## src/hw/rtl/tis_pkg.sv

```systemverilog
// Shared constants, payload types and pipeline structs for the triangle isoline block.
`timescale 1ns / 1ps
`default_nettype none
package tis_pkg;

	localparam int FRAC_BITS  = 16;
	localparam int MAX_LEVELS = 16;
	localparam int RESULT_CAP = 16;
	localparam int LEVEL_CAP  = (MAX_LEVELS < RESULT_CAP) ? MAX_LEVELS : RESULT_CAP;

	localparam int VAL_W     = 32;
	localparam int CNT_W     = 5;
	localparam int IDX_W     = 4;
	localparam int CFG_IDX_W = 2;
	localparam int DIV_W     = VAL_W + 1;
	localparam int T_W       = FRAC_BITS + 1;
	localparam int PROD_W    = DIV_W + T_W;
	localparam int RND_W     = PROD_W - FRAC_BITS;
	localparam int SUM_W     = RND_W + 2;

	localparam logic [CFG_IDX_W-1:0] REG_ISO_COUNT = 2'd0;
	localparam logic [CFG_IDX_W-1:0] REG_RANGE_MIN = 2'd1;
	localparam logic [CFG_IDX_W-1:0] REG_RANGE_MAX = 2'd2;

	localparam logic [CNT_W-1:0] LEVEL_CAP_C = CNT_W'(LEVEL_CAP);

	// One triangle
	typedef struct packed {
		logic signed [VAL_W-1:0] value_a;
		logic signed [VAL_W-1:0] value_b;
		logic signed [VAL_W-1:0] value_c;
		logic signed [VAL_W-1:0] corner_a_x;
		logic signed [VAL_W-1:0] corner_a_y;
		logic signed [VAL_W-1:0] corner_a_z;
		logic signed [VAL_W-1:0] corner_b_x;
		logic signed [VAL_W-1:0] corner_b_y;
		logic signed [VAL_W-1:0] corner_b_z;
		logic signed [VAL_W-1:0] corner_c_x;
		logic signed [VAL_W-1:0] corner_c_y;
		logic signed [VAL_W-1:0] corner_c_z;
	} face_t;

	// One segment
	typedef struct packed {
		logic [IDX_W-1:0]        level_index;
		logic signed [VAL_W-1:0] start_x;
		logic signed [VAL_W-1:0] start_y;
		logic signed [VAL_W-1:0] start_z;
		logic signed [VAL_W-1:0] end_x;
		logic signed [VAL_W-1:0] end_y;
		logic signed [VAL_W-1:0] end_z;
		logic                    last_segment;
	} seg_t;

	// One level of one triangle, as issued into the pipeline
	typedef struct packed {
		face_t                   face;
		logic signed [VAL_W-1:0] level;
		logic [IDX_W-1:0]        idx;
		logic                    tail;
	} issue_t;

	// Control that rides along with every pipeline slot
	typedef struct packed {
		logic [IDX_W-1:0] idx;
		logic             tail;
		logic             hit;
	} ctl_t;

	// One crossed edge: divide operands and interpolation operands
	typedef struct packed {
		logic [DIV_W-1:0]            num;
		logic [DIV_W-1:0]            den;
		logic [2:0][VAL_W-1:0]       pa;
		logic [2:0][DIV_W-1:0]       dpm;
		logic [2:0]                  dneg;
	} lane_t;

	// Finished slot at the pipeline tail
	typedef struct packed {
		seg_t seg;
		logic tail;
		logic hit;
	} entry_t;

endpackage
`default_nettype wire

```

## src/hw/rtl/tis_out_buf.sv

```systemverilog
// Output stage: holds back one segment until it is known whether it is the last one.
`timescale 1ns / 1ps
`default_nettype none
module tis_out_buf (
	input  wire logic              clk,
	input  wire logic              arst_n,
	input  wire logic              e_valid,
	input  wire tis_pkg::entry_t   ent,
	output logic                   adv,
	output logic                   seg_valid,
	input  wire logic              seg_ready,
	output tis_pkg::seg_t          seg
);

	logic          ov_q, pv_q, pfin_q;
	tis_pkg::seg_t out_q, pend_q, pend_out;
	logic          e_hit, e_tail, push, slot_free;

	assign e_hit     = e_valid && ent.hit;
	assign e_tail    = e_valid && ent.tail;
	assign slot_free = !ov_q || seg_ready;
	// The held segment leaves once a later one or its triangle's end shows up
	assign push      = pv_q && (pfin_q || e_hit);
	assign adv       = !push || slot_free;

	assign seg_valid = ov_q;
	assign seg       = out_q;

	// Held segment with its last mark
	always_comb begin
		pend_out              = pend_q;
		pend_out.last_segment = pfin_q;
	end

	always_ff @(posedge clk or negedge arst_n) begin
		if (!arst_n) begin
			ov_q   <= 1'b0;
			pv_q   <= 1'b0;
			pfin_q <= 1'b0;
		end else if (adv) begin
			if (push)
				ov_q <= 1'b1;
			else if (seg_ready)
				ov_q <= 1'b0;

			if (e_hit) begin
				pv_q   <= 1'b1;
				pfin_q <= e_tail;
			end else if (push) begin
				pv_q   <= 1'b0;
				pfin_q <= 1'b0;
			end else if (e_tail && pv_q) begin
				pfin_q <= 1'b1;
			end
		end
	end

	always_ff @(posedge clk) begin
		if (adv) begin
			if (push)
				out_q <= pend_out;
			if (e_hit)
				pend_q <= ent.seg;
		end
	end

endmodule
`default_nettype wire

```

## config.mk

```make
export PLATFORM = sky130hd
export DESIGN_NAME = tis_out_buf
export DESIGN_NICKNAME = d
export VERILOG_FILES = /design/src/hw/rtl/tis_pkg.sv /design/src/hw/rtl/tis_out_buf.sv
export SDC_FILE = /design/constraint.sdc
export NUM_CORES = 1
export LEC_CHECK = 0
export BUFFER_PORTS_ARGS = -buffer_cell sky130_fd_sc_hd__buf_2
export CAP_MARGIN = 30
export CORE_ASPECT_RATIO = 0.6
export CORE_UTILIZATION = 53
export CTS_CLUSTER_SIZE = 20
export DETAILED_ROUTE_END_ITERATION = 10
export PLACE_DENSITY = 0.84
export SLEW_MARGIN = 20
export SYNTH_ARGS = -nofsm -noshare
export SYNTH_HDL_FRONTEND = slang
export SYNTH_SLANG_ARGS = --single-unit
```

## constraint.sdc

```tcl
create_clock -name clk -period 14.7 [get_ports clk]
set_clock_uncertainty 0.05 [all_clocks]
set_input_delay 2.94 -clock clk [delete_from_list [all_inputs] [get_ports clk]]
set_output_delay 2.94 -clock clk [all_outputs]
set_load 0.05 [all_outputs]
```

* Word level (Yosys, flattened, before mapping) *
Index checks and enable logic that the tools add are counted.

word-level totals
  RAM bits = 0
  bits in latches = 0
  output and inout port bits = 199
  memories = 0
  bits in registers = 396
  bits in read-only memories = 0

cells by class
  magnitude comparators = 0
  add/sub/neg operators = 0
  reduce and logical (&&, ||, !) cells = 17
  bitwise gates (word level) = 0
  multipliers = 0
  divide/modulo/power cells = 0
  mux-type cells = 7
  equality and inequality tests = 0
  shift operators = 0

operators by type and width
  operator           number
  $reduce_and 2->1   5
  $mux 1             7
  $logic_and 1x1->1  4
  $reduce_bool 2->1  2
  $logic_or 1x1->1   3
  $reduce_bool 3->1  1
  $logic_not 1->1    2

* Longest topological paths before layout *
  word-level depth = 6
  mapped depth = 3
  depth with buffers taken out = 3

* Least setup slack after synthesis *
Ideal clock, no wire load.

  path type = input -> register
  start point = input seg_ready
  end point = register pend_q (netlist bit pend_out[100]), enable pin
  arrival time = 11,798 ps
  buffers on the path = 0
  slack = 2,073 ps
  stages = 2
  cells stage by stage = and3b_1 nor2b_1

between the ends
  cells in the longest elaborated chain, start to end = 3

RTL lines
  item                        line               source
  from (decl)                 tis_out_buf.sv:11  input wire logic seg_ready,
  $logic_or 1x1->1            tis_out_buf.sv:21  assign slot_free = !ov_q || seg_ready;
  $logic_or 1x1->1            tis_out_buf.sv:24  assign adv = !push || slot_free;
  $reduce_and 2->1 (no line)  --
  to (signal assigned)        tis_out_buf.sv:63  pend_q <= ent.seg;
  to (decl)                   tis_out_buf.sv:16  tis_pkg::seg_t out_q, pend_q, pend_out;

No other way between the ends.
A chain may end at the register's enable or synchronous reset.

* Final worst setup path *
  start point = input ent[0] (netlist name)
  end point = output adv

between the ends
  cells in the longest elaborated chain, start to end = 5

RTL lines
  item               line               source
  from (decl)        tis_out_buf.sv:8   input wire tis_pkg::entry_t ent,
  $logic_and 1x1->1  tis_out_buf.sv:19  assign e_hit = e_valid && ent.hit;
  $logic_or 1x1->1   tis_out_buf.sv:23  assign push = pv_q && (pfin_q || e_hit);
  $logic_and 1x1->1  tis_out_buf.sv:23
  $logic_not 1->1    tis_out_buf.sv:24
  $logic_or 1x1->1   tis_out_buf.sv:24
  to (decl)          tis_out_buf.sv:9   output logic adv,

No other way between the ends.

==> results.py <==
metrics = {
    "cts": {
        "clk_latency_ps": 500,
        "hold_buffers": 0,
        "h-tree-depth": 2,
        "cts_made_buffers": 35,
        "post_cts_buffers": 0,
        "clock_sinks": 396,
        "cts_tree": "built",
        "cts_root_buf": "clkbuf_16",
        "cts.path.max_buffers": 3,
        "clkTransAtPathRegs_ps": 60,
        "post_cts_resized": 0,
    },
    "global_route": {
        "antenna_found_initial": 12,
        "grtUsageTotal": 0.2000,
        "grt_pass1_wl_mm": 33.37,
        "grt_start_max_net_pins": 82,
        "grt_pass1_vias": 5657,
        "overflow": 0,
    },
    "floorplan": {
        "start_util": 0.5412,
        "core_um2": 22120,
        "die_area_um2": 23220,
        "boundaryPins": 402,
        "num_rows": 42,
        "die_y_um": 118.4,
        "chipWidth_um": 196.0,
    },
    "min_path": {
        "min_to": "seg[23]$_DFFE_PP_",
        "hold_depth": 0,
        "hold_path.class": "reg -> reg",
        "hp-start": "pend_out[23]$_DFFE_PP_",
    },
    "timing": {
        "clock.fmax_mhz": 149.1,
        "rsz0062_at_grt": "false",
        "maxSlewHeadroom": 0.3992,
        "finalCriticalPeriod_ps": 6705,
        "hold_viol": 0,
        "period_share": 0.4562,
        "setup_tns_ps": 0,
        "setup_viol_count_final": 0,
        "drv_slew": 0,
        "worst_pin_slew_ps": 901.3,
    },
    "synthesis": {
        "synthCells": 413,
        "synth_area_leaders": "edfxtp_1 (99%), dfrtp_1 (0.63%), nor2b_1 (0.16%)",
        "avgSynthCellArea_um2": 28.99,
        "syn_area_um2": 11970,
        "yosysTopAreaCellShare": 0.9856,
        "syn-num-nets": 616,
        "synth-seq-area-share": 0.9918,
        "synthDistinctLibCells": 14,
        "ys_ff_latch": 396,
        "yosys_warnings": 0,
        "synth_area_leader_cell": "edfxtp_1",
    },
    "detailed_routing": {
        "wl_mm": 23.17,
        "ant_nets": 0,
        "viasPerCell": 4.701,
        "drt_iter0_markers": 332,
        "firstDrtPassIters": 4,
        "vias": 5651,
        "wl_per_cell_um": 19.28,
        "route.detailed.drc": 0,
    },
    "job": {
        "maxCapViolCount": 0,
    },
    "worst_setup_path": {
        "critPathMaxFanout": 4,
        "worstSetupPathType": "in -> out",
        "worst-r2r-setup-slack_ps": 12070,
        "arrival_ps": 3720,
        "worstSetupStartpoint": "ent[0]",
        "cp_data_required_time_ps": 11710,
        "reg2reg_to": "pend_out[8]$_DFFE_PP_",
        "r2r-start": "pv_q$_DFFE_PN0P_",
        "endpoint_kind": "output port",
        "reg2reg_depth": 4,
        "critical_path.startpoint_type": "primary input",
    },
    "power_and_ir_drop": {
        "p_leak_nw": 5.891,
        "powerDensity_nw_per_um2": 185.0,
        "ir_worst_vdd_uv": 114.8,
        "finalPower_mw": 2.881,
    },
    "final_layout": {
        "synthToLayoutAreaGrowth_pct": 30.02,
        "drive_gt1_frac": 0.5147,
        "fin_nets": 1061,
        "fillers": 1344,
    },
    "placed_design": {
        "place_congestion": 0.8241,
        "port_buffers": 400,
        "hpwl_mm": 16.12,
    },
    "status": {
        "status": "finished clean",
    },
}
==> through the flow <==
stage	util	instance area, um^2	cells	setup slack (ps)	hold slack, ps
after floorplan	-	11970	413	2073	350.3
after global placement	0.6518	14420	1127	8036	350.1
after detailed placement	0.6518	14420	1127	8017	354.5
after CTS	0.7004	15500	1190	8016	363.2
after global routing	0.7030	15550	1196	7940	369.5
final	0.7037	15570	1202	7995	361.5
==> cell families (layout without fill, tap and decap cells) <==
kind of cell,count (synthesis),count (layout),synth area share
AND/OR/NAND/NOR,10,10,0.004808
other,0,10,0
AO/OA/AOI/OAI,7,7,0.003343
flip-flops,396,396,0.9918
buffers and inverters,0,471,0
==> routing by layer <==
layer	part of all wire	track usage	up-vias	wire length [um]
met2	0.51	0.3427	267	11890
met1	0.35	0.2196	2751	8107
met4	0.019	0.05908	6	441
met5	0.0019	0	-	45
met3	0.12	0.09846	40	2689
li1	-	-	2587	-
==> state kept, by name, indices dropped and copies added, names as in the netlist <==
signal,flops
seg_valid,1
seg,197
pend_out,196
pfin_q,1
pv_q,1
==> cells in the mapped netlist <==
cell type / number
nand2b_1: 1
edfxtp_1: 393
and2_1: 1
and3b_1: 1
a21o_1: 1
o21ai_0: 1
nor2b_1: 3
o21ai_1: 3
and3_1: 1
a21oi_1: 1
dfrtp_1: 3
nor2_1: 1
o211ai_1: 1
nand2_1: 2
==> worst max-delay path, cell delays in order <==
cell and delay (ps):
buf_2 120, and2_1 200, o21ai_0 170, buf_2 290
==> where the power goes <==
group	leakage [nW]	switching (mW)	internal (mW)	total (mW)
Sequential	3.70	0.0332	1.43	1.46
Clock	0.513	0.369	0.485	0.854
Combinational	1.67	0.474	0.0930	0.567
==> final cells by class <==
| class | instances | area [um^2] | area share |
|---|---|---|---|
| Sequential cell | 396 | 11880 | 0.7628 |
| Timing Repair Buffer | 408 | 2095 | 0.1345 |
| Clock buffer | 49 | 980.9 | 0.06301 |
| Tap cell | 308 | 385.4 | 0.02475 |
| Multi-Input combinational cell | 17 | 112.6 | 0.007233 |
| Clock inverter | 14 | 93.84 | 0.006027 |
| Antenna cell | 10 | 25.02 | 0.001607 |
==> cell usage in the layout (no fill, tap or decap), types with 2 or more instances in the layout <==
cell type / Yosys / final
diode_2: 0 / 10
nor2b_1: 3 / 2
clkinvlp_4: 0 / 3
buf_2: 0 / 400
nand2_1: 2 / 2
clkinv_1: 0 / 7
clkbuf_16: 0 / 37
edfxtp_1: 393 / 393
dfrtp_1: 3 / 3
buf_4: 0 / 6
clkinv_2: 0 / 3
o21ai_1: 3 / 3
clkbuf_1: 0 / 11
==> worst max path at each step <==
stage,endpoint,cells after the start
detailed placement,adv,4
finish,adv,4
floorplan,pend_out[100]$_DFFE_PP_,2
global placement,adv,4
global route,adv,4
CTS,adv,4
No activity file was read; power rests on OpenSTA's default activity.
