**src/hw/rtl/tis_pkg.sv**
```systemverilog
// Shared constants, payload types and pipeline structs for the triangle isoline block.
`timescale 1ns / 1ps
`default_nettype none
package tis_pkg;

	localparam int FRAC_BITS  = 16;
	localparam int MAX_LEVELS = 16;
	localparam int RESULT_CAP = 16;
	localparam int LEVEL_CAP  = (MAX_LEVELS < RESULT_CAP) ? MAX_LEVELS : RESULT_CAP;

	localparam int VAL_W     = 32;
	localparam int CNT_W     = 5;
	localparam int IDX_W     = 4;
	localparam int CFG_IDX_W = 2;
	localparam int DIV_W     = VAL_W + 1;
	localparam int T_W       = FRAC_BITS + 1;
	localparam int PROD_W    = DIV_W + T_W;
	localparam int RND_W     = PROD_W - FRAC_BITS;
	localparam int SUM_W     = RND_W + 2;

	localparam logic [CFG_IDX_W-1:0] REG_ISO_COUNT = 2'd0;
	localparam logic [CFG_IDX_W-1:0] REG_RANGE_MIN = 2'd1;
	localparam logic [CFG_IDX_W-1:0] REG_RANGE_MAX = 2'd2;

	localparam logic [CNT_W-1:0] LEVEL_CAP_C = CNT_W'(LEVEL_CAP);

	// One triangle
	typedef struct packed {
		logic signed [VAL_W-1:0] value_a;
		logic signed [VAL_W-1:0] value_b;
		logic signed [VAL_W-1:0] value_c;
		logic signed [VAL_W-1:0] corner_a_x;
		logic signed [VAL_W-1:0] corner_a_y;
		logic signed [VAL_W-1:0] corner_a_z;
		logic signed [VAL_W-1:0] corner_b_x;
		logic signed [VAL_W-1:0] corner_b_y;
		logic signed [VAL_W-1:0] corner_b_z;
		logic signed [VAL_W-1:0] corner_c_x;
		logic signed [VAL_W-1:0] corner_c_y;
		logic signed [VAL_W-1:0] corner_c_z;
	} face_t;

	// One segment
	typedef struct packed {
		logic [IDX_W-1:0]        level_index;
		logic signed [VAL_W-1:0] start_x;
		logic signed [VAL_W-1:0] start_y;
		logic signed [VAL_W-1:0] start_z;
		logic signed [VAL_W-1:0] end_x;
		logic signed [VAL_W-1:0] end_y;
		logic signed [VAL_W-1:0] end_z;
		logic                    last_segment;
	} seg_t;

	// One level of one triangle, as issued into the pipeline
	typedef struct packed {
		face_t                   face;
		logic signed [VAL_W-1:0] level;
		logic [IDX_W-1:0]        idx;
		logic                    tail;
	} issue_t;

	// Control that rides along with every pipeline slot
	typedef struct packed {
		logic [IDX_W-1:0] idx;
		logic             tail;
		logic             hit;
	} ctl_t;

	// One crossed edge: divide operands and interpolation operands
	typedef struct packed {
		logic [DIV_W-1:0]            num;
		logic [DIV_W-1:0]            den;
		logic [2:0][VAL_W-1:0]       pa;
		logic [2:0][DIV_W-1:0]       dpm;
		logic [2:0]                  dneg;
	} lane_t;

	// Finished slot at the pipeline tail
	typedef struct packed {
		seg_t seg;
		logic tail;
		logic hit;
	} entry_t;

endpackage
`default_nettype wire

```
**src/hw/rtl/tis_level_gen.sv**
```systemverilog
// Configuration registers, level step divider and per-triangle level sequencer.
`timescale 1ns / 1ps
`default_nettype none
module tis_level_gen (
	input  wire logic                           clk,
	input  wire logic                           arst_n,
	input  wire logic                           cfg_we,
	input  wire logic [tis_pkg::CFG_IDX_W-1:0]  cfg_idx,
	input  wire logic [tis_pkg::VAL_W-1:0]      cfg_data,
	input  wire logic                           face_valid,
	output logic                                face_ready,
	input  wire tis_pkg::face_t                 face,
	input  wire logic                           adv,
	output logic                                iss_valid,
	output tis_pkg::issue_t                     iss
);

	typedef enum logic [2:0] {
		ST_IDLE = 3'b001,
		ST_LOAD = 3'b010,
		ST_RUN  = 3'b100
	} div_state_t;

	logic [tis_pkg::CNT_W-1:0]        iso_q;
	logic signed [tis_pkg::VAL_W-1:0] min_q, max_q;

	div_state_t                       st_q;
	logic [tis_pkg::VAL_W-1:0]        dvd_q;
	logic [tis_pkg::CNT_W-1:0]        dvs_q, rem_q, cnt_q;

	logic                             busy_q;
	logic [tis_pkg::IDX_W-1:0]        idx_q;
	logic signed [tis_pkg::VAL_W-1:0] lvl_q;
	logic [tis_pkg::CNT_W-1:0]        racc_q;
	tis_pkg::face_t                   face_q;

	logic [tis_pkg::CNT_W-1:0]        n_eff, dvs;
	logic                             enabled;
	logic [tis_pkg::IDX_W-1:0]        last_idx;
	logic [tis_pkg::CNT_W:0]          rem_t, rsum;
	logic                             rem_ge, wrap;

	// Effective level count and step divisor
	assign n_eff    = (iso_q > tis_pkg::LEVEL_CAP_C) ? tis_pkg::LEVEL_CAP_C : iso_q;
	assign dvs      = n_eff + tis_pkg::CNT_W'(1);
	assign enabled  = (n_eff != '0) && (min_q < max_q);
	assign last_idx = tis_pkg::IDX_W'(n_eff - tis_pkg::CNT_W'(1));

	// Restoring divide step: (max - min) / (n + 1), one quotient bit per cycle
	assign rem_t  = {rem_q, dvd_q[tis_pkg::VAL_W-1]};
	assign rem_ge = rem_t >= {1'b0, dvs_q};

	// Level accumulator step: remainder carries into the quotient
	assign rsum = {1'b0, racc_q} + {1'b0, rem_q};
	assign wrap = rsum >= {1'b0, dvs};

	assign face_ready = !busy_q && (st_q == ST_IDLE);
	assign iss_valid  = busy_q;
	always_comb begin
		iss.face  = face_q;
		iss.level = lvl_q;
		iss.idx   = idx_q;
		iss.tail  = (idx_q == last_idx);
	end

	// Configuration registers
	always_ff @(posedge clk or negedge arst_n) begin
		if (!arst_n) begin
			iso_q <= '0;
			min_q <= '0;
			max_q <= 32'sd65536;
		end else if (cfg_we) begin
			unique case (cfg_idx)
				tis_pkg::REG_ISO_COUNT: iso_q <= cfg_data[tis_pkg::CNT_W-1:0];
				tis_pkg::REG_RANGE_MIN: min_q <= cfg_data;
				tis_pkg::REG_RANGE_MAX: max_q <= cfg_data;
				default: ;
			endcase
		end
	end

	// Step divider control; any write restarts it
	always_ff @(posedge clk or negedge arst_n) begin
		if (!arst_n) begin
			st_q  <= ST_IDLE;
			cnt_q <= '0;
		end else if (cfg_we) begin
			st_q <= ST_LOAD;
		end else begin
			unique case (st_q)
				ST_IDLE: ;
				ST_LOAD: begin
					st_q  <= ST_RUN;
					cnt_q <= '0;
				end
				ST_RUN: begin
					cnt_q <= cnt_q + tis_pkg::CNT_W'(1);
					if (cnt_q == tis_pkg::CNT_W'(tis_pkg::VAL_W - 1))
						st_q <= ST_IDLE;
				end
				default: st_q <= ST_IDLE;
			endcase
		end
	end

	// Step divider datapath: dvd_q ends as the quotient, rem_q as the remainder
	always_ff @(posedge clk) begin
		if (st_q == ST_LOAD) begin
			dvd_q <= tis_pkg::VAL_W'(max_q - min_q);
			dvs_q <= dvs;
			rem_q <= '0;
		end else if (st_q == ST_RUN) begin
			dvd_q <= {dvd_q[tis_pkg::VAL_W-2:0], rem_ge};
			rem_q <= rem_ge ? tis_pkg::CNT_W'(rem_t - {1'b0, dvs_q})
			                : tis_pkg::CNT_W'(rem_t);
		end
	end

	// Level sequencer: one level issued per advancing cycle
	always_ff @(posedge clk or negedge arst_n) begin
		if (!arst_n) begin
			busy_q <= 1'b0;
		end else if (face_valid && face_ready) begin
			busy_q <= enabled;
		end else if (busy_q && adv && iss.tail) begin
			busy_q <= 1'b0;
		end
	end

	always_ff @(posedge clk) begin
		if (face_valid && face_ready) begin
			face_q <= face;
			idx_q  <= '0;
			lvl_q  <= min_q + signed'(dvd_q);
			racc_q <= rem_q;
		end else if (busy_q && adv) begin
			idx_q  <= idx_q + tis_pkg::IDX_W'(1);
			lvl_q  <= lvl_q + signed'(dvd_q) + signed'({31'd0, wrap});
			racc_q <= wrap ? tis_pkg::CNT_W'(rsum - {1'b0, dvs}) : tis_pkg::CNT_W'(rsum);
		end
	end

endmodule
`default_nettype wire

```
**config.mk**
```make
export PLATFORM = sky130hd
export DESIGN_NAME = tis_level_gen
export DESIGN_NICKNAME = d
export VERILOG_FILES = /design/src/hw/rtl/tis_pkg.sv /design/src/hw/rtl/tis_level_gen.sv
export SDC_FILE = /design/constraint.sdc
export NUM_CORES = 1
export LEC_CHECK = 0
export CAP_MARGIN = 20
export CORE_AREA = 2 2 329 331
export CTS_BUF_LIST = sky130_fd_sc_hd__clkbuf_4 sky130_fd_sc_hd__clkbuf_8 sky130_fd_sc_hd__clkbuf_16
export DETAILED_ROUTE_END_ITERATION = 8
export DIE_AREA = 0 0 331 333
export DONT_BUFFER_PORTS = 1
export HOLD_SLACK_MARGIN = 0.06
export PLACE_DENSITY = 0.4
export SETUP_SLACK_MARGIN = 0.05
export SLEW_MARGIN = 25
export SYNTH_ARGS = -nofsm -noshare
export SYNTH_HDL_FRONTEND = slang
export SYNTH_SLANG_ARGS = --single-unit
```
**constraint.sdc**
```tcl
create_clock -name clk -period 12.9 [get_ports clk]
set_input_delay 1.29 -clock clk [delete_from_list [all_inputs] [get_ports clk]]
set_output_delay 1.29 -clock clk [all_outputs]
set_load 0.1 [all_outputs]
```
Word level (Yosys, flattened, before mapping)
Cells that the tools add are included.

Word-level logic and storage cells: 80. Register bits after elaboration: 545. Input port bits: 423. Output and inout bits: 423.

Muxes and demuxes: 15. Reductions and logical operators: 16. Eq/ne operators: 9. Magnitude comparators: 4. Bitwise gates (word level): 1. Add/subtract/negate cells: 11.

Operator list (number): $mux W32 (4); $add A32 B32 Y32 (2); $add A32 B2 Y32 (1); $lt A32 B32 Y1 (1); $sub A32 B32 Y32 (1); $mux W5 (5); $ge A6 B5 Y1 (2); $add A5 B1 Y5 const B (2); $pmux W5 S2 (1); $reduce_and A2 Y1 (5); $sub A5 B5 Y5 (2); $pmux W3 S3 (1); $add A5 B5 Y6 (1); $mux W3 (2); $reduce_bool A2 Y1 (3); $eq A5 B5 Y1 const B (1); $gt A5 B5 Y1 const B (1); $logic_and A1 B1 Y1 (5); $reduce_bool A5 Y1 (1); $add A4 B1 Y4 const B (1); $eq A4 B4 Y1 (1); $sub A4 B1 Y4 const B (1); $eq A3 B1 Y1 const B (1); $eq A3 B2 Y1 const B (1); 9 further kinds (10).

Logic depth before layout (Yosys ltp)
Gate-level depths: netlist (run 1).

Word-level depth: 7. Gate-level depth with buffers: 24. Gate-level depth less buffers: 24.

Worst setup path before layout (run 1)
No wires, ideal clock.

Path type: flip-flop to flip-flop. Start point: reg busy_q, in the netlist iss_valid. End point: reg face_q (netlist bit iss[100]), enable pin. Setup slack: -3.694 ns. Cell stages (with the launch flop): 6. Arrival: 15.695 ns. Period minus slack after synthesis: 16.594 ns. Data required time: 12.001 ns. Buffers on the path: 2. Setup time: 0.899 ns. Path through: dfrtp_1 nor4b_1 nand2_1 inv_1 clkbuf_1 clkbuf_1.

Longest elaborated chain between the ends: 3.

Ends and longest elaborated chain: from (decl) (RTL line tis_level_gen.sv:31) `logic busy_q;`; from (signal assigned) (RTL line tis_level_gen.sv:124) `busy_q <= enabled;`; $logic_not A1 Y1 (RTL line tis_level_gen.sv:57) `assign face_ready = !busy_q && (st_q == ST_IDLE);`; $logic_and A1 B1 Y1 (RTL line tis_level_gen.sv:57); via face_ready (RTL line tis_level_gen.sv:11) `output logic face_ready,`; $logic_and A1 B1 Y1 (RTL line tis_level_gen.sv:131) `if (face_valid && face_ready) begin`; to (signal assigned) (RTL line tis_level_gen.sv:132) `face_q <= face;`; to (decl) (RTL line tis_level_gen.sv:35) `tis_pkg::face_t face_q;`.

The timed path passes the listed nets, and every way through them passes these cells. A chain may end at the register's enable or synchronous reset.

Worst setup path after layout (run 1)
Start point: reg rem_q[0] (netlist bit). End point: reg lvl_q[28] (netlist bit) (data pin).

Longest elaborated chain between the ends: 5.

Ends and longest elaborated chain: from (decl) (RTL line tis_level_gen.sv:29) `logic [tis_pkg::CNT_W-1:0] dvs_q, rem_q, cnt_q;`; from (signal assigned) (RTL line tis_level_gen.sv:114) `rem_q <= rem_ge ? tis_pkg::CNT_W'(rem_t - {1'b0, dvs_q})`; $add A5 B5 Y6 (RTL line tis_level_gen.sv:54) `assign rsum = {1'b0, racc_q} + {1'b0, rem_q};`; $ge A6 B5 Y1 (RTL line tis_level_gen.sv:55) `assign wrap = rsum >= {1'b0, dvs};`; $add A32 B2 Y32 (RTL line tis_level_gen.sv:138) `lvl_q <= lvl_q + signed'(dvd_q) + signed'({31'd0, wrap});`; $mux W32 (RTL line tis_level_gen.sv:136) `end else if (busy_q && adv) begin`; $mux W32 (RTL line tis_level_gen.sv:131); to (signal assigned) (RTL line tis_level_gen.sv:134) `lvl_q <= min_q + signed'(dvd_q);`; to (signal assigned) (RTL line tis_level_gen.sv:138); to (decl) (RTL line tis_level_gen.sv:33) `logic signed [tis_pkg::VAL_W-1:0] lvl_q;`.

No other way between the ends. The select of a mux whose other input is x is not followed.

==> results of run 1 <==
==> state kept, by name, indices dropped and copies added, names as in the netlist <==
signal	cells
iss	384
min_q	32
racc_q	5
st_q	3
max_q	32
rem_q	5
cnt_q	5
lvl_q	32
idx_q	4
iss_valid	1
dvd_q	32
iso_q	5
dvs_q	5
==> per-layer routing <==
| metal | GRT usage [%] | up-vias |
|---|---|---|
| met1 | 23.8 | 7786 |
| met5 | 0 | - |
| met4 | 8.96 | 28 |
| li1 | - | 6499 |
| met2 | 34.8 | 817 |
| met3 | 7.22 | 231 |
==> final cells by class <==
cell class	count	area (sq um)
inverters	78	300
diodes	21	52.6
flip-flops and latches	545	15900
clock inverters	40	384
fillers	10900	77700
repair buffers	131	1530
multi-input cells	971	7100
clock buffers	88	1880
well taps	1403	1760
==> through the flow <==
step	setup slack [ns]	std cells	total power, W	hold WS (ns)
2_1_floorplan	2.25	1628	0.00416	0.446
3_3_place_gp	6.95	3080	0.00463	0.470
3_5_place_dp	6.90	3120	0.00473	0.486
4_1_cts	6.87	3248	0.00670	0.305
5_1_grt	6.37	3260	0.00699	0.317
6_report	6.94	3277	0.00666	0.355
==> power by group <==
| part | switching, W | internal, W | total, W |
|---|---|---|---|
| clock | 0.000827 | 0.00113 | 0.00195 |
| combinational | 0.00116 | 0.000730 | 0.00189 |
| sequential | 0.000644 | 0.00217 | 0.00281 |
==> worst max path at each step <==
stage / start / endpoint / depth (start not counted)
6_report: rem_q[0] / lvl_q[28] / 24
5_1_grt: rem_q[0] / lvl_q[30] / 24
4_1_cts: rem_q[0] / lvl_q[28] / 24
3_5_place_dp: rem_q[0] / lvl_q[28] / 24
3_3_place_gp: rem_q[0] / lvl_q[28] / 24
2_1_floorplan: iss_valid / iss[100] / 5
==> placed cells by master (no fill, tap or decap), types with 18 or more instances in the layout <==
| cell | n |
|---|---|
| o21ai_1 | 21 |
| diode_2 | 21 |
| edfxtp_1 | 458 |
| buf_12 | 41 |
| nand2b_1 | 28 |
| clkbuf_4 | 18 |
| mux2_2 | 71 |
| xnor2_1 | 41 |
| inv_1 | 76 |
| nand3_1 | 25 |
| xor2_1 | 52 |
| a21o_1 | 53 |
| nor3_1 | 19 |
| clkbuf_16 | 69 |
| dfrtp_1 | 76 |
| a21oi_1 | 109 |
| ha_1 | 114 |
| nor2_1 | 72 |
| buf_4 | 79 |
| nand2_1 | 102 |
| o21ai_0 | 71 |
==> cells by family after synthesis <==
group / share of synthesized area (%)
compound gates: 9.82
xor+xnor: 3.48
fa+ha+maj: 6.70
buf+inv: 1.80
flops: 67.9
mux: 3.72
simple gates: 6.58
==> key figures, run 1 <==
GRT
  – Vias in the first global route: 14700
  – Largest net degree at the start of global routing: 165
  – Grt total ovfl: 0
  – First-pass GRT wire length: 149 mm
  – GR Util All Layers: 20.7%
  – Initial antenna violation count: 75

Worst setup path
  – Worst Path Arrival: 6.35 ns
  – Crit path max fanout: 7
  – Worst path max stage delay: 0.58 ns
  – Worst path cell trace: ha_1, inv_1, fa_1, inv_1, a21o_1, a21oi_1, xnor2_1, ha_1, and3_1, a311oi_1, nand2_1, a21oi_1, fa_1, fa_1, nor2b_1, o2111ai_1, nand4_1, a32oi_1, o211ai_1, a21o_1, a31oi_1, xor2_1, nor2_1, a31o_1
  – Critical Path Start Type: register
  – Critical Path Sink Type: register
  – R2r startpoint: rem_q[0]
  – Slowest CP cell: a21oi_1
  – Reg2Reg Capture Point: lvl_q[28]
  – R2R depth: 24
  – Worst Path Required: 13.29 ns
  – Largest delay contributor family on the critical path: compound AO/OA/AOI/OAI gates
  – Most Frequent Cell on Critical Path: fa_1
  – Reg2Reg Setup Slack: 6.94 ns
  – Setup CP Type: reg -> reg
  – Crit path buf inv count: 2

Cells and area
  – Core Util, Final: 27.1%
  – Final nets: 2340
  – Share of cells above drive strength 1: 18.6%
  – Final instance area: 28900 sq um
  – Syn-to-layout area delta: 23.5%

Floorplanning
  – Die ar.: 110000 sq um
  – Die Y: 333 microns
  – Starting Density: 21.9%
  – Core area: 107000 sq um
  – Io pins: 846
  – Std cell rows: 120
  – Die W: 331 microns

Synthesis
  – Yosys top cell by area: edfxtp_1
  – Yosys synthesis warning count: 0
  – Syn Inst Count: 1628
  – Synthesized net count: 2172
  – Post-synthesis register bit count: 545
  – Most frequent cell after synthesis: edfxtp_1
  – Synth top area share: 58.8%
  – Top FF cell, synth: edfxtp_1
  – Top cell types by occurrence after synthesis: 458 x edfxtp_1, 114 x ha_1, 109 x a21oi_1
  – Number of synthesized flops with an enable pin: 458
  – Sequential-to-total area share from yosys stat: 67.9%
  – Synth Cell Area: 23400 sq um
  – Largest cells by area after synthesis: edfxtp_1 59%, dfrtp_1 8.1%, ha_1 6.1%
  – Mean Syn Cell Area: 14.4 sq um
  – Distinct cell type count after synthesis: 75
  – FFs w/ async S/R, synth: 14.3%

Drt
  – Highest Signal Layer: met5
  – DRT Wirelength: 119 mm
  – Routed Antenna Nets: 0
  – Metal2 WL: 57.9 mm
  – WL met3: 11.0 mm
  – Vias per cell: 4.69
  – WL met1: 44.8 mm
  – DR WL/cell: 36.4 microns
  – Initial DRC Count: 1469
  – DRC: 0
  – First-pass detailed-route iteration total: 7
  – Via count: 15400

Clocking
  – Postcts setup bufs: 0
  – Post-CTS sizing: 0
  – CTS Buf Count: 69
  – Clk_lat worst skew: 0.65 ns
  – CTS HTree Levels: 3
  – CTS max path bufs: 3
  – Num Clock Sinks: 545
  – CTS tree: yes
  – Hold_buf cts: 0
  – Root Driver: clkbuf_16
  – Worst-path clk slew: 0.06 ns

Place
  – Gpl congestion: 0.945
  – Port bufs: 0
  – Dpl cell area: 26500 sq um
  – Hpwl dp: 96.5 mm

Timing
  – Setup Skew: 0.0206 ns
  – Fin. Hold Viols: 0
  – RSZ-0062 raised after global routing: false
  – Final setup viols: 0
  – Fin crit share: 46.2%
  – Setup TNS: 0 ns
  – Slew headroom: 18.0%
  – F_max: 0.168 GHz
  – Tmin final: 5.96 ns
  – Worst-margin pin slew: 1.23 ns
  – Slew Limit Fails: 0

Run status
  – Status: completed

Power
  – Leakage: 10.8 nW
  – Peak VDD IR: 0.000103 V
  – PD cells: 231 nW/um^2

Flow run
  – Max_cap viols: 0

Min path
  – Hold WC Path Type: in -> async
(Power assumes the default switching activity.)
==> run 2, diff against run 1 <==
- ABC_AREA: not set -> 1
- CORE_AREA: 2 2 329 331 -> 2 2 325 327
- DIE_AREA: 0 0 331 333 -> 0 0 327 329
- PLACE_DENSITY: 0.4 -> 0.44
- clock period: 12.9 -> 5.2 ns (I/O delays scaled with it)
==> key figures, run 2 <==
Power
  – Peak VDD IR: 0.000247 V (was 0.000103 V)
  – Leakage: 15.9 nW (was 10.8 nW)
  – PD cells: 472 nW/um^2 (was 231 nW/um^2)

Cells and area
  – Commonest non-fill, non-tap cell in the layout: nand2_1 (was edfxtp_1)
  – Multi-input logic area: 8270 sq um (was 7100 sq um)
  – Register area: 15900 sq um (about the same)
  – # fillers: 10600 (was 10900)
  – Syn-to-layout area delta: 38.9% (was 23.5%)
  – Share of cells above drive strength 1: 9.26% (was 18.6%)
  – Final nets: 3859 (was 2340)
  – Max reg flops: 384 (unchanged)
  – Core Util, Final: 34.8% (was 27.1%)
  – Commonest non-fill, non-tap cells in the layout: 906 x nand2_1, 487 x inv_1, 458 x edfxtp_1 (was 458 x edfxtp_1, 114 x ha_1, 109 x a21oi_1)
  – Final Instance Count excl. Fillers: 4780 (was 3277)

Drt
  – DRC: 0 (unchanged)
  – Via count: 21600 (was 15400)
  – First-pass detailed-route iteration total: 6 (was 7)
  – Routed Antenna Nets: 0 (unchanged)
  – DR WL/cell: 30.6 microns (was 36.4 microns)
  – Initial DRC Count: 1861 (was 1469)
  – Vias per cell: 4.51 (was 4.69)
  – DRT Wirelength: 146 mm (was 119 mm)

Synthesis
  – Multiplexer share of the synthesized area: 0.0383% (was 3.72%)
  – Synth Area in Compound Gates: 4.68% (was 9.82%)
  – Combinational family with the most area after synthesis: simple AND/OR/NAND/NOR gates (was compound AO/OA/AOI/OAI gates)
  – Yosys top cell by area: edfxtp_1 (unchanged)
  – Syn Inst Count: 2705 (was 1628)
  – Yosys synthesis warning count: 0 (unchanged)
  – FFs w/ async S/R, synth: 14.3% (unchanged)
  – Simple-Gate Fraction of Synth Area: 19.6% (was 6.58%)
  – Post-Synth Adder-Cell Area: 6.00% (was 6.70%)
  – Most frequent cell after synthesis: nand2_1 (was edfxtp_1)
  – Top FF cell, synth: edfxtp_1 (unchanged)
  – Post-synthesis register bit count: 545 (unchanged)
  – Mean Syn Cell Area: 9.66 sq um (was 14.4 sq um)
  – Number of synthesized flops with an enable pin: 458 (unchanged)
  – Synth top area share: 52.6% (was 58.8%)
  – Sequential-to-total area share from yosys stat: 60.8% (was 67.9%)
  – Synth Area in XOR/XNOR: 1.24% (was 3.48%)
  – Largest cells by area after synthesis: edfxtp_1 53%, nand2_1 13%, dfrtp_1 7.3% (was edfxtp_1 59%, dfrtp_1 8.1%, ha_1 6.1%)
  – Synth Cell Area: 26100 sq um (was 23400 sq um)
  – Synthesized net count: 3249 (was 2172)
  – Distinct cell type count after synthesis: 45 (was 75)
  – Top cell types by occurrence after synthesis: 907 x nand2_1, 487 x inv_1, 458 x edfxtp_1 (was 458 x edfxtp_1, 114 x ha_1, 109 x a21oi_1)

Worst setup path
  – Crit path max fanout: 10 (was 7)
  – Worst Path Arrival: 4.74 ns (was 6.35 ns)
  – Worst Path Required: 5.57 ns (was 13.29 ns)
  – Critical Path Sink Type: register (unchanged)
  – Critical Path Start Type: register (unchanged)
  – Setup CP Type: reg -> reg (unchanged)

Floorplanning
  – Die ar.: 108000 sq um (was 110000 sq um)
  – Io pins: 846 (unchanged)
  – Std cell rows: 119 (was 120)
  – Starting Density: 25.0% (was 21.9%)
  – Die W: 327 microns (was 331 microns)
  – Core area: 104000 sq um (was 107000 sq um)
  – Die Y: 329 microns (was 333 microns)

Timing
  – Slew headroom: 16.0% (was 18.0%)
  – Tmin final: 4.37 ns (was 5.96 ns)
  – F_max: 0.229 GHz (was 0.168 GHz)
  – RSZ-0062 raised after global routing: false (unchanged)
  – Slew Limit Fails: 0 (unchanged)
  – Final setup viols: 0 (unchanged)
  – Hold Slack: 0.117 ns (was 0.355 ns)
  – Fin crit share: 84.0% (was 46.2%)
  – Fin. Hold Viols: 0 (unchanged)
  – Setup Skew: 0.0259 ns (was 0.0206 ns)
  – Setup TNS: 0 ns (unchanged)
  – Final critical-path setup slack: 0.831 ns (was 6.94 ns)
  – Worst-margin pin slew: 1.26 ns (was 1.23 ns)

Place
  – Pre-CTS WS: 0.817 ns (was 6.90 ns)
  – # placed instances: 4210 (was 3120)
  – Port bufs: 0 (unchanged)
  – Hpwl dp: 120 mm (was 96.5 mm)

Clocking
  – Root Driver: clkbuf_16 (unchanged)
  – CTS tree: yes (unchanged)
  – Clk_lat worst skew: 0.65 ns (about the same)
  – Worst-path clk slew: 0.06 ns (about the same)
  – Num Clock Sinks: 545 (unchanged)
  – CTS Buf Count: 68 (was 69)
  – CTS HTree Levels: 3 (unchanged)
  – CTS max path bufs: 3 (unchanged)
  – Post-CTS sizing: 0 (unchanged)

GRT
  – GR Util All Layers: 26.4% (was 20.7%)
  – GR Layer Usage met3: 12.2% (was 7.22%)
  – First-pass GRT wire length: 190 mm (was 149 mm)
  – Met2 Track Usage GR: 42.0% (was 34.8%)
  – Met1 track demand over resource: 31.0% (was 23.8%)
  – Busiest grt layer: met2 (unchanged)
  – Vias in the first global route: 20900 (was 14700)
  – Largest net degree at the start of global routing: 109 (was 165)
  – Initial antenna violation count: 57 (was 75)
  – Grt total ovfl: 0 (unchanged)

Flow run
  – Max_cap viols: 0 (unchanged)

Min path
  – Hold WC Path Type: in -> reg (was in -> async)

Run status
  – Status: completed (unchanged)
-- run 2: power by group --
part	switching [W]	internal, W	total (W)	leakage [nW]
combinational	0.00368	0.00175	0.00543	9.53
sequential	0.00122	0.00530	0.00652	5.23
clock	0.00216	0.00301	0.00517	1.18
total	0.00706	0.0101	0.0171	15.9
-- run 2: metrics by stage --
step           area (sq um)  power (W)
3_5_place_dp          29400     0.0116
6_report              36300     0.0171
2_1_floorplan         26100     0.0100
4_1_cts               36000     0.0172
5_1_grt               36300     0.0181
3_3_place_gp          28500     0.0115
-- run 2: cells by family (layout without fill, tap and decap cells) --
kind of cell / count (synthesis) / after routing
other: 0 / 18
buffers and inverters: 520 / 1186
and+or+nand+nor: 1248 / 1248
DFF: 545 / 545
AOI/OAI and AO/OA: 233 / 233
muxes: 1 / 1
xor gates and xnor gates: 37 / 37
adders and majority gates: 121 / 121
-- run 2: repair_timing --
item	in CTS	in global routing
endpoints found under the setup margin	0	0
endpoints found under the hold margin	519	0
buffers inserted	0	0
hold buffers	413	0
-- run 2: path summary, 6_finish.rpt --
path / slack (ns) / cells after the start / end / from
worst max-delay path: 0.83 / 25 / lvl_q[30] / iso_q[4]
max in group asynchronous: 4.37 / 2 / st_q[0] / arst_n
worst min register to register: 0.49 / 2 / max_q[10] / max_q[10]
worst max register to register: 0.83 / 25 / lvl_q[30] / iso_q[4]
min in group asynchronous: 0.45 / 2 / min_q[25] / arst_n
worst min-delay path: 0.12 / 2 / max_q[31] / cfg_data[31]
-- run 2: metal layers --
metal | up-vias | wire length [microns]
li1 | 10000 | -
met1 | 10300 | 56900
met2 | 1007 | 66200
met3 | 249 | 16200
met4 | 16 | 6420
met5 | - | 584
-- run 2: final cells by class --
type	instances	area share (%)
Inverter	490	5.09
Tap cell	1391	4.80
Clock inverter	47	1.55
Timing Repair Buffer	570	16.8
Multi-Input combinational cell	1640	22.8
Clock buffer	79	5.10
Sequential cell	545	43.8
Antenna cell	18	0.124
-- run 2: worst max-delay path, stage by stage, from the launching register on --
cell and delay (ns):
dfrtp_1 0.42, inv_1 0.10, nand2_1 0.19, inv_1 0.09, ha_1 0.20, inv_1 0.08
xor2_1 0.18, inv_1 0.07, ha_1 0.37, nand3_1 0.09, nand2_1 0.10, o21ai_0 0.08
nand2_1 0.22, inv_1 0.12, fa_1 0.42, fa_1 0.44, inv_1 0.13, nand2_1 0.07
nand3b_1 0.15, nand2_1 0.07, nand2_1 0.19, nand2_1 0.11, nand2_1 0.07, nand2_1 0.04
nand3_1 0.06, nand2_1 0.06
